## config.mk

```make
export PLATFORM = sky130hd
export DESIGN_NAME = mvac_isqrt
export DESIGN_NICKNAME = d
export VERILOG_FILES = /design/src/design/mvac_pkg.sv /design/src/design/mvac_isqrt.sv
export SDC_FILE = /design/constraint.sdc
export NUM_CORES = 1
export LEC_CHECK = 0
export ABC_AREA = 1
export ABC_CLOCK_PERIOD_IN_PS = 2800
export BUFFER_PORTS_ARGS = -buffer_cell sky130_fd_sc_hd__buf_2
export CAP_MARGIN = 20
export CORE_MARGIN = 5
export CORE_UTILIZATION = 53
export CTS_BUF_LIST = sky130_fd_sc_hd__clkbuf_16
export DETAILED_ROUTE_END_ITERATION = 10
export MAX_ROUTING_LAYER = met4
export PLACE_DENSITY = 0.77
export SLEW_MARGIN = 15
export SYNTH_ARGS = -nofsm -noshare
export SYNTH_HDL_FRONTEND = slang
export SYNTH_SLANG_ARGS = --single-unit
```

## constraint.sdc

```tcl
create_clock -name clk -period 2.8 [get_ports clk]
set_input_delay 0.28 -clock clk [delete_from_list [all_inputs] [get_ports clk]]
set_output_delay 0.28 -clock clk [all_outputs]
set_load 0.01 [all_outputs]
```

## src/design/mvac_pkg.sv

```systemverilog
// shared types, constants, rounding and saturation helpers for the multirotor
// velocity and attitude controller; no dependencies
`default_nettype none
package mvac_pkg;

	localparam int unsigned NUM_LANES = 3;
	localparam logic [19:0] GRAVITY_Q16 = 20'd642908;
	localparam logic [18:0] LEVEL_GAIN = 19'd5;
	localparam int unsigned DIV_STEPS = 24;
	localparam int unsigned ROOT_STEPS = 31;

	typedef enum logic [2:0] {
		REG_VELOCITY_GAIN = 3'd0,
		REG_YAW_GAIN      = 3'd1,
		REG_FORCE_LIMIT   = 3'd2,
		REG_BODY_MASS     = 3'd3,
		REG_YAW_INERTIA   = 3'd4,
		REG_TIMEOUT       = 3'd5
	} reg_index_t;

	typedef enum logic [2:0] {
		LOP_NONE,
		LOP_MUL1,
		LOP_MUL2,
		LOP_SHIFT,
		LOP_SQ,
		LOP_PROD,
		LOP_DIVINIT,
		LOP_DIV
	} lane_op_t;

	typedef struct packed {
		lane_op_t    op;
		logic [2:0]  shift;
		logic [15:0] mass;
		logic [15:0] vg;
		logic [22:0] fl;
		logic [30:0] len;
	} lane_ctl_t;

	typedef struct packed {
		logic signed [35:0] f;
		logic [34:0]        mag;
		logic [59:0]        sq;
		logic [23:0]        q;
	} lane_stat_t;

	// round to nearest, ties away from zero
	function automatic logic signed [63:0] rnd_shift(input logic signed [63:0] v,
		input logic [5:0] sh);
		logic [63:0] m;
		logic [63:0] r;
		begin
			m = v[63] ? 64'(-v) : 64'(v);
			r = (m + (64'd1 << (sh - 6'd1))) >> sh;
			rnd_shift = v[63] ? -$signed(r) : $signed(r);
		end
	endfunction

	function automatic logic signed [23:0] sat24(input logic signed [63:0] v);
		begin
			if (v > 64'sd8388607) begin
				sat24 = 24'sh7FFFFF;
			end else if (v < -64'sd8388608) begin
				sat24 = 24'sh800000;
			end else begin
				sat24 = 24'(v);
			end
		end
	endfunction

endpackage
`default_nettype wire

```

## src/design/mvac_isqrt.sv

```systemverilog
// iterative integer square root, two radicand bits per cycle
// depends on mvac_pkg
`default_nettype none
module mvac_isqrt (
	input  wire logic        clk,
	input  wire logic        arst_n,
	input  wire logic        start,
	input  wire logic [61:0] radicand,
	output logic [30:0]      root,
	output logic             done
);
	import mvac_pkg::*;

	logic [61:0] rad_q;
	logic [32:0] rem_q;
	logic [30:0] root_q;
	logic [4:0]  cnt_q;
	logic        busy_q;
	logic        done_q;
	logic [34:0] t;
	logic [34:0] trial;
	logic        ge;

	assign t = {rem_q, rad_q[61:60]};
	assign trial = {2'b00, root_q, 2'b01};
	assign ge = t >= trial;

	always_ff @(posedge clk or negedge arst_n) begin
		if (!arst_n) begin
			busy_q <= 1'b0;
			done_q <= 1'b0;
			cnt_q <= '0;
		end else begin
			done_q <= !start && busy_q && (cnt_q == 5'(ROOT_STEPS - 1));
			if (start) begin
				busy_q <= 1'b1;
				cnt_q <= '0;
			end else if (busy_q) begin
				cnt_q <= cnt_q + 5'd1;
				if (cnt_q == 5'(ROOT_STEPS - 1)) begin
					busy_q <= 1'b0;
				end
			end
		end
	end

	always_ff @(posedge clk) begin
		if (start) begin
			rad_q <= radicand;
			rem_q <= '0;
			root_q <= '0;
		end else if (busy_q) begin
			rad_q <= {rad_q[59:0], 2'b00};
			rem_q <= ge ? 33'(t - trial) : 33'(t);
			root_q <= {root_q[29:0], ge};
		end
	end

	assign root = root_q;
	assign done = done_q;

endmodule
`default_nettype wire

```

======== After elaboration in Yosys (flattened, before gate mapping) ========
Cells that the tools add are included.
storage, ports and cells
  register bits after elaboration ......... 133
  input port bits ......................... 65
  output and inout bits ................... 32
  word-level logic and storage cells ...... 22
cells by class
  add/sub/neg operators ................... 2
  $lt $le $gt $ge ......................... 1
  equal/unequal tests ..................... 1
  multiplexer cells ....................... 8
  reduce and logical (&&, ||, !) cells .... 4
operator list
  cell                   count
  $mux W62               2
  $ge A35 B33 Y1         1
  $mux W33               1
  $sub A33 B33 Y33       1
  $mux W5                2
  $add A5 B1 Y5 const B  1
  $eq A5 B5 Y1 const B   1
  $mux W1                3
  $logic_and A1 B1 Y1    2
  $reduce_bool A2 Y1     1
  $logic_not A1 Y1       1

======== Logic depth before layout (Yosys ltp) ========
Gate-level depths: netlist of the first run.
  depth in word-level cells ............... 4
  depth in mapped cells ................... 16
  depth with buffers taken out ............ 16

======== Worst setup path after synthesis of the first run ========
Ideal clock, no wire load.
  kind .................................... reg-to-reg
  from .................................... register busy_q
  to ...................................... register rad_q[0], enable pin
  setup time .............................. 0.451 ns
  arrival ................................. 2.541 ns
  data required time ...................... 2.349 ns
  slack ................................... -0.192 ns
  cell stages (with the launch flop) ...... 4
  buffers on the path ..................... 1
  clock period less this slack ............ 2.992 ns
  path through ............................ dfrtp_1 > nor2_1 > inv_1 > clkbuf_1
on the way
  cells in the longest elaborated chain, start to end .. 1
RTL lines
  item                                 RTL line          text
  from (decl)                          mvac_isqrt.sv:18  logic busy_q;
  from (signal assigned)               mvac_isqrt.sv:30  busy_q <= 1'b0;
  from (signal assigned)               mvac_isqrt.sv:36  busy_q <= 1'b1;
  from (signal assigned)               mvac_isqrt.sv:41  busy_q <= 1'b0;
  $reduce_bool A2 Y1 (no source line)  --
  to (signal assigned)                 mvac_isqrt.sv:49  rad_q <= radicand;
  to (signal assigned)                 mvac_isqrt.sv:53  rad_q <= {rad_q[59:0], 2'b00};
  to (decl)                            mvac_isqrt.sv:14  logic [61:0] rad_q;
No other way between the ends.
A chain may end at the register's enable or synchronous reset.

======== Worst setup path in the final report of the first run ========
  from .................................... register root_q[8] (netlist: root[8])
  to ...................................... register rem_q[16]
on the way
  cells in the longest elaborated chain, start to end .. 2
  elaborated cells between the ends (all ways) .. 3
  classes of those cells .................. add/sub: 1; order compare: 1; mux: 1
RTL lines
  item                                                RTL line                            text
  from (decl)                                         mvac_isqrt.sv:16                    logic [30:0] root_q;
  from (signal assigned)                              mvac_isqrt.sv:55                    root_q <= {root_q[29:0], ge};
  $sub A33 B33 Y33 or $ge A35 B33 Y1 (tied branches)  mvac_isqrt.sv:54, mvac_isqrt.sv:26
  $mux W33 (*)                                        mvac_isqrt.sv:54                    rem_q <= ge ? 33'(t - trial) : 33'(t);
  to (signal assigned)                                mvac_isqrt.sv:54
  to (decl)                                           mvac_isqrt.sv:15                    logic [32:0] rem_q;
Every way passes the cells marked *; elsewhere a longest branch is shown, timed or not.

==> results.json, run 1 <==
{
  "synthDistinctLibCells": 35,
  "drive_gt1_frac": 0.129,
  "critical_path.max_fanout": 18,
  "r2r_end": "rem_q[16]",
  "drc": 0,
  "grtUsageTotal": 0.237,
  "grt_pass1_wl_mm": 33.5,
  "setup_viol_count_final": 0,
  "fin_area_um2": 9240,
  "crit_required_ns": 3.13,
  "portBuffers": 96,
  "tightest_slew_ns": 0.930,
  "p_sw_uw": 4640,
  "first_global_vias": 7113,
  "drt_wl_total_mm": 19.8,
  "p_sw_frac": 0.458,
  "p_seq_frac": 0.254,
  "cts_setup_buffers": 0,
  "first_pass_iters": 6,
  "gp_congestion": 0.987,
  "fin_crit_sh": 0.878,
  "numCtsBuffers": 17,
  "die_y_um": 133,
  "hold_viol_final": 0,
  "num_io_pins": 97,
  "worstSetupPathType": "reg -> reg",
  "num_vias": 7297,
  "drt_iter0_drc": 601,
  "viasPerCell": 5.06,
  "fin_skew_ns": 0.0150,
  "holdCritPathClass": "in -> reg",
  "grt_setup_unrepaired": "false",
  "area_growth_syn_to_layout_pct": 15.4,
  "start_util": 0.533,
  "die_area_um2": 17700,
  "rr_worst_depth": 15,
  "rrSetupSlack_ns": 0.34,
  "final_util": 0.615,
  "overflow": 0,
  "grt_antenna_before_repair": 0,
  "regArea_um2": 3320,
  "clock_latency_ns": 0.44,
  "dpl.hpwl_mm": 14.5,
  "insertedDiodeCount": 0,
  "multi_input_area_um2": 3940,
  "pre_cts_slack_ns": 0.380,
  "clock_path_buffers": 2,
  "max-slew-margin-rel": 0.379,
  "post_dp_cell_area_um2": 8660,
  "intPower_uw": 5490,
  "post_cts_resized": 0,
  "pwr-share-clk": 0.215,
  "cts_max_level": 4,
  "final.setup.tns_ns": 0,
  "hold_buffers": 1,
  "fmax_mhz": 407,
  "crit_path_end_kind": "register",
  "maxCapViolations": 0,
  "syn_area_um2": 8010,
  "nNetsFinal": 1340,
  "cts.sinks": 133,
  "hold_path_depth": 3,
  "period_needed_ns": 2.46,
  "synth_warnings": 0,
  "start_kind": "register",
  "vdd_drop_max_v": 0.000577,
  "hold_end": "rad_q[0]",
  "cts_tree": "done",
  "status": "completed",
  "cts.clk_slew.worst_paths_ns": 0.07,
  "p_per_area_nw_per_um2": 1100,
  "finalWorstSetupSlack_ns": 0.342,
  "die_width_um": 133,
  "synth.avg_cell_area_um2": 6.98,
  "routedWlPerCell_um": 13.8,
  "r2r-start": "root[8]",
  "nFillCells": 1391,
  "clock-root-buffer": "clkbuf_16",
  "p_comb_frac": 0.531,
  "synthesis.nets": 1248,
  "ant_nets": 0,
  "hp-start": "radicand[0]",
  "leakagePower_uw": 0.00496,
  "rows": 45,
  "yosysSeqAreaShare": 0.414,
  "synth-seq-cells": 133,
  "arrival_ns": 2.79,
  "core_um2": 15000,
  "drv_slew": 0,
  "synthCells": 1148,
  "grt_max_degree": 63
}
cell usage in the layout (no fill, tap or decap), drive strengths merged:
master,instances
nor3b,1
and2,2
clkinv,8
bufinv,1
nand4,5
nand3,63
o21ai,5
ha,35
edfxtp,62
a21oi,22
xnor2,13
clkinvlp,2
dfxtp,64
inv,165
xor2,1
dlygate4sd3,1
o22ai,30
nand2,541
clkbuf,17
a21o,1
buf,104
nor2,60
nor3,7
a211oi,1
dfrtp,7
o21bai,4
a31oi,1
nand3b,30
Yosys cell counts:
library cell	number	area [um^2]
o22ai_1	30	188
nand3b_1	30	225
nand2_2	6	37.5
a31oi_1	1	6.26
nor3b_1	1	7.51
nand4_1	5	31.3
o21bai_1	4	30.0
clkinv_1	2	7.51
clkbuf_1	22	82.6
a21o_1	1	7.51
buf_2	6	30.0
nand2_4	1	11.3
a21oi_1	22	110
ha_1	35	438
and2_1	2	12.5
nor2_1	52	195
nand3_1	57	285
o21ai_0	5	25.0
edfxtp_1	62	1860
nand2_1	533	2000
nor3_4	1	16.3
dfrtp_1	7	175
xnor2_1	13	114
nand3_2	6	60.1
nor2_2	7	43.8
dfxtp_1	64	1280
nor3_1	6	30.0
buf_4	1	7.51
nand2_8	1	20.0
inv_2	2	7.51
buf_6	3	33.8
nor2_8	1	20.0
xor2_1	1	8.76
a211oi_1	1	7.51
inv_1	157	589
final cells by class:
class	instances	area share
timing repair buffer	105	0.0623
inverter	161	0.0655
sequential	133	0.359
tap	188	0.0255
clock buffer	17	0.0460
clock inverter	15	0.0154
multi-input combinational	822	0.426
cell families (layout without fill, tap and decap cells):
family	count (synthesis)	count (layout)	share of synthesized area
adder cells (fa/ha/maj)	35	35	0.0547
AND/OR/NAND/NOR	709	709	0.374
buffers and inverters	193	298	0.0947
XOR/XNOR	14	14	0.0153
AO/OA/AOI/OAI	64	64	0.0467
flip-flops	133	133	0.414
layer usage:
metal	routed length [um]	share of wire	vias to the layer above	GRT usage
met5	0	0	-	-
met4	348	0.018	0	0.0710
met3	1170	0.059	28	0.0479
met2	9400	0.47	218	0.383
met1	8920	0.45	3269	0.302
li1	-	-	3782	-
flip-flops by register name, summed over array words and instances, names as in the netlist:
signal and cells:
cnt_q 5, root 31, rem_q 33, done 1, busy_q 1, rad_q 62
worst max-delay path, stage by stage, from the launching register on:
cell and delay [ns]:
dfxtp_1 0.32, inv_1 0.07, ha_1 0.36, nand2_2 0.13
inv_1 0.05, nand2_1 0.05, nand2_1 0.10, inv_1 0.09
nand3_2 0.13, nand2_1 0.11, nand2_1 0.11, nand2_4 0.20
buf_4 0.32, nand3b_1 0.13, nand3_1 0.12, nand2_1 0.05
through the flow:
stage | std cells | power (uW) | hold WS [ns]
floorplan | 1148 | 6770 | -0.0156
global placement | 1408 | 7810 | 0.127
detailed placement | 1408 | 7890 | 0.128
CTS | 1441 | 10100 | 0.0972
global route | 1441 | 11000 | 0.0990
finish | 1441 | 10100 | 0.103
power by group through the flow:
stage / clock network [uW] / registers, uW / logic (uW)
after floorplan: 0 / 2550 / 4210
after global placement: 0 / 2600 / 5210
after detailed placement: 0 / 2610 / 5280
after CTS: 2200 / 2570 / 5340
after global routing: 2300 / 2610 / 6140
final: 2180 / 2580 / 5370
how the worst max path moves through the flow:
stage | startpoint | to | slack (ns) | cells after the start
2_1_floorplan | busy_q | rad_q[0] | 0.72 | 3
3_3_place_gp | root[8] | rem_q[23] | 0.44 | 15
3_5_place_dp | root[8] | rem_q[16] | 0.38 | 15
4_1_cts | root[8] | rem_q[21] | 0.36 | 15
5_1_grt | root[8] | rem_q[16] | 0.12 | 15
6_report | root[8] | rem_q[16] | 0.34 | 15
Power figures use the tool's default switching activity.
==> run 2, diff against run 1 <==
--- a/config.mk
+++ b/config.mk
@@ -5,7 +5,6 @@
 export SDC_FILE = /design/constraint.sdc
 export NUM_CORES = 1
 export LEC_CHECK = 0
-export ABC_AREA = 1
 export ABC_CLOCK_PERIOD_IN_PS = 2800
 export BUFFER_PORTS_ARGS = -buffer_cell sky130_fd_sc_hd__buf_2
 export CAP_MARGIN = 20
==> run 2 against run 1 <==
Combinational power down 1%. Die area down 8.6%. Critical path depth down 2. Clock power up 4%. Clock skew fell by 0.0028 ns. First-iteration DRC count is 54% lower. Core utilization grew 8.8 points. Via count decreased by 21%. Worst hold slack better by 0.032 ns. Sequential power about the same. Cell count is 29% lower. Register-to-register slack got worse by 0.26 ns. Largest cell class unchanged. Highest routed layer unchanged.
==> results.json, run 2 <==
{
  "status": "completed",
  "yosysTopAreaCellShare": 0.256,
  "vdd_drop_max_v": 0.000544,
  "cts.clk_slew.worst_paths_ns": 0.06,
  "synth_area_leader_cell": "edfxtp_1",
  "final.setup.tns_ns": 0,
  "critical_path.max_fanout": 5,
  "drt_wl_total_mm": 17.2,
  "clock_latency_ns": 0.44,
  "holdCritPathClass": "in -> reg",
  "routedWlPerCell_um": 16.7,
  "finalWorstSetupSlack_ns": 0.0826,
  "syn_area_um2": 7270,
  "async_reset_ff_frac": 0.0526,
  "grt_setup_unrepaired": "true",
  "cts.sinks": 133,
  "layout.cells.most_common": "buf_2",
  "synthDistinctLibCells": 58,
  "crit_required_ns": 3.18,
  "arrival_ns": 3.09,
  "yosysSeqAreaShare": 0.457,
  "largest_reg_flops": 62,
  "synthCells": 691,
  "max-slew-margin-rel": 0.441,
  "r2r-start": "root[9]",
  "insertedDiodeCount": 0,
  "synth_commonest_cells": "80 x nor2_1, 64 x dfxtp_1, 62 x edfxtp_1, 60 x mux2_2, 55 x mux2i_1",
  "fin_skew_ns": 0.0122,
  "start_util": 0.544,
  "drt_iter0_drc": 279,
  "synth_area_leaders": "edfxtp_1 26%, dfxtp_1 18%, mux2_2 9.3%, mux2i_1 7.6%, ha_1 6.0%",
  "rr_worst_depth": 13,
  "num_vias": 5781,
  "drive_gt1_frac": 0.386,
  "hold_end": "rad_q[0]",
  "cp_slowest_cell": "or4_4",
  "synth_most_common_cell": "nor2_1",
  "clock-root-buffer": "clkbuf_16",
  "rrSetupSlack_ns": 0.08,
  "crit_path_end_kind": "register",
  "drc": 0,
  "hold_path_depth": 2,
  "first_global_vias": 5739,
  "maxCapViolations": 0,
  "period_needed_ns": 2.72,
  "leakagePower_uw": 0.00412,
  "grt_max_degree": 103,
  "drv_slew": 0,
  "multi_input_area_um2": 3980,
  "final_cell_mix": "95 x buf_2, 79 x nor2_1, 62 x edfxtp_1",
  "grt_pass1_wl_mm": 27.4,
  "core_um2": 13300,
  "regArea_um2": 3350,
  "hp-start": "radicand[0]",
  "tightest_slew_ns": 0.839,
  "die_y_um": 127,
  "gp_congestion": 0.906,
  "fmax_mhz": 368,
  "path_cells": "inv_2, ha_4, nand4_1, nor4_2, o21ai_2, nand3b_4, a21o_1, a41o_1, a31oi_4, buf_6, clkbuf_16, or4_4, nand2_2",
  "synth_top_flop_cell": "dfxtp_1",
  "clock_path_buffers": 2,
  "nFillCells": 990,
  "largest-register": "rad_q",
  "numCtsBuffers": 17,
  "cp_slowest_stage_delay_ns": 0.41,
  "synth-seq-cells": 133,
  "setup_viol_count_final": 0,
  "grtUsageTotal": 0.217,
  "start_kind": "register",
  "cts_tree": "done",
  "area_growth_syn_to_layout_pct": 29.0,
  "ant_nets": 0,
  "overflow": 0,
  "fin_crit_sh": 0.971,
  "synth_warnings": 0,
  "r2r_end": "rem_q[32]",
  "nNetsFinal": 937,
  "pre_cts_slack_ns": -0.0429,
  "num_io_pins": 97,
  "portBuffers": 96,
  "synthesis.nets": 791,
  "synth.avg_cell_area_um2": 10.5,
  "worstSetupPathType": "reg -> reg",
  "die_area_um2": 16200,
  "viasPerCell": 5.63,
  "synth_edf_count": 62,
  "first_pass_iters": 5,
  "hold_viol_final": 0,
  "cts_max_level": 4,
  "grt_antenna_before_repair": 0,
  "die_width_um": 127,
  "p_per_area_nw_per_um2": 1080,
  "dpl.hpwl_mm": 11.5,
  "rows": 42
}
[run 2: cell count changes in the layout (fill, tap and decap cells not counted), sizes merged, moves of 15 or more]
cell    delta
nor2      +20
buf       +55
mux2      +60
o21ai     +15
a211oi    +24
nand2    -513
nand3b    -28
inv      -116
mux2i     +55
nand3     -53
o22ai     -29
[run 2: cell families (layout without fill, tap and decap cells)]
logic type	after synthesis	count (layout)	synth area share
DFF	133	133	0.457
muxes	115	115	0.169
adders and majority gates	35	35	0.0603
xor gates and xnor gates	32	32	0.0386
and+or+nand+nor	165	165	0.106
buffers and inverters	77	236	0.0434
AOI/OAI and AO/OA	134	134	0.126
[run 2: power breakdown]
| part | switching (uW) | internal [uW] |
|---|---|---|
| Combinational | 2510 | 2770 |
| Sequential | 236 | 2350 |
| Clock | 928 | 1330 |
| Total | 3680 | 6460 |
[run 2: layout make-up]
type	count	share of cell area
Multi-Input combinational cell	481	0.424
Sequential cell	133	0.357
Timing Repair Buffer	163	0.116
Clock buffer	17	0.0454
Tap cell	176	0.0235
Clock inverter	15	0.0176
Inverter	41	0.0164
[run 2: metal layers]
metal  share of wire  track usage
met1            0.44        0.269
met2            0.48        0.336
met3           0.065       0.0726
met4           0.013       0.0707
met5               0            -
[run 2: critical path, delay by kind of cell (launching register included)]
kind | cells | cell delay (ns)
and+or+nand+nor | 5 | 1.05
adders and majority gates | 1 | 0.28
buffers and inverters | 3 | 0.36
DFF | 1 | 0.33
AOI/OAI and AO/OA | 4 | 0.61
[run 2: worst max-delay path by stage]
stage             start        end  slack, ns
2_1_floorplan  root[10]  rem_q[32]       0.07
3_3_place_gp   root[12]  rem_q[32]      -0.01
3_5_place_dp   root[10]  rem_q[32]      -0.04
4_1_cts        root[12]  rem_q[32]     0.0003
5_1_grt         root[9]  rem_q[29]      -0.06
6_report        root[9]  rem_q[32]       0.08
[run 2: metrics by stage]
| stage | cell area [um^2] | power (uW) | std cells | util | hold slack, ns |
|---|---|---|---|---|---|
| after floorplan | 7270 | 5730 | 691 | - | -0.0156 |
| after global placement | 8260 | 6850 | 982 | 0.619 | 0.111 |
| after detailed placement | 8260 | 6940 | 982 | 0.619 | 0.121 |
| after CTS | 8900 | 9270 | 1015 | 0.667 | 0.126 |
| after global routing | 9380 | 10800 | 1026 | 0.702 | 0.129 |
| final | 9380 | 10100 | 1026 | 0.702 | 0.135 |
[run 2: timing repair]
| item | in CTS | in global routing |
|---|---|---|
| pin swaps | 2 | 18 |
| cloned | 0 | 4 |
| hold endpoints to repair | 7 | 0 |
| resized for setup | 6 | 74 |
| setup buffers | 0 | 8 |
| hold buffers | 1 | 0 |
| endpoints found under the setup margin | 4 | 33 |
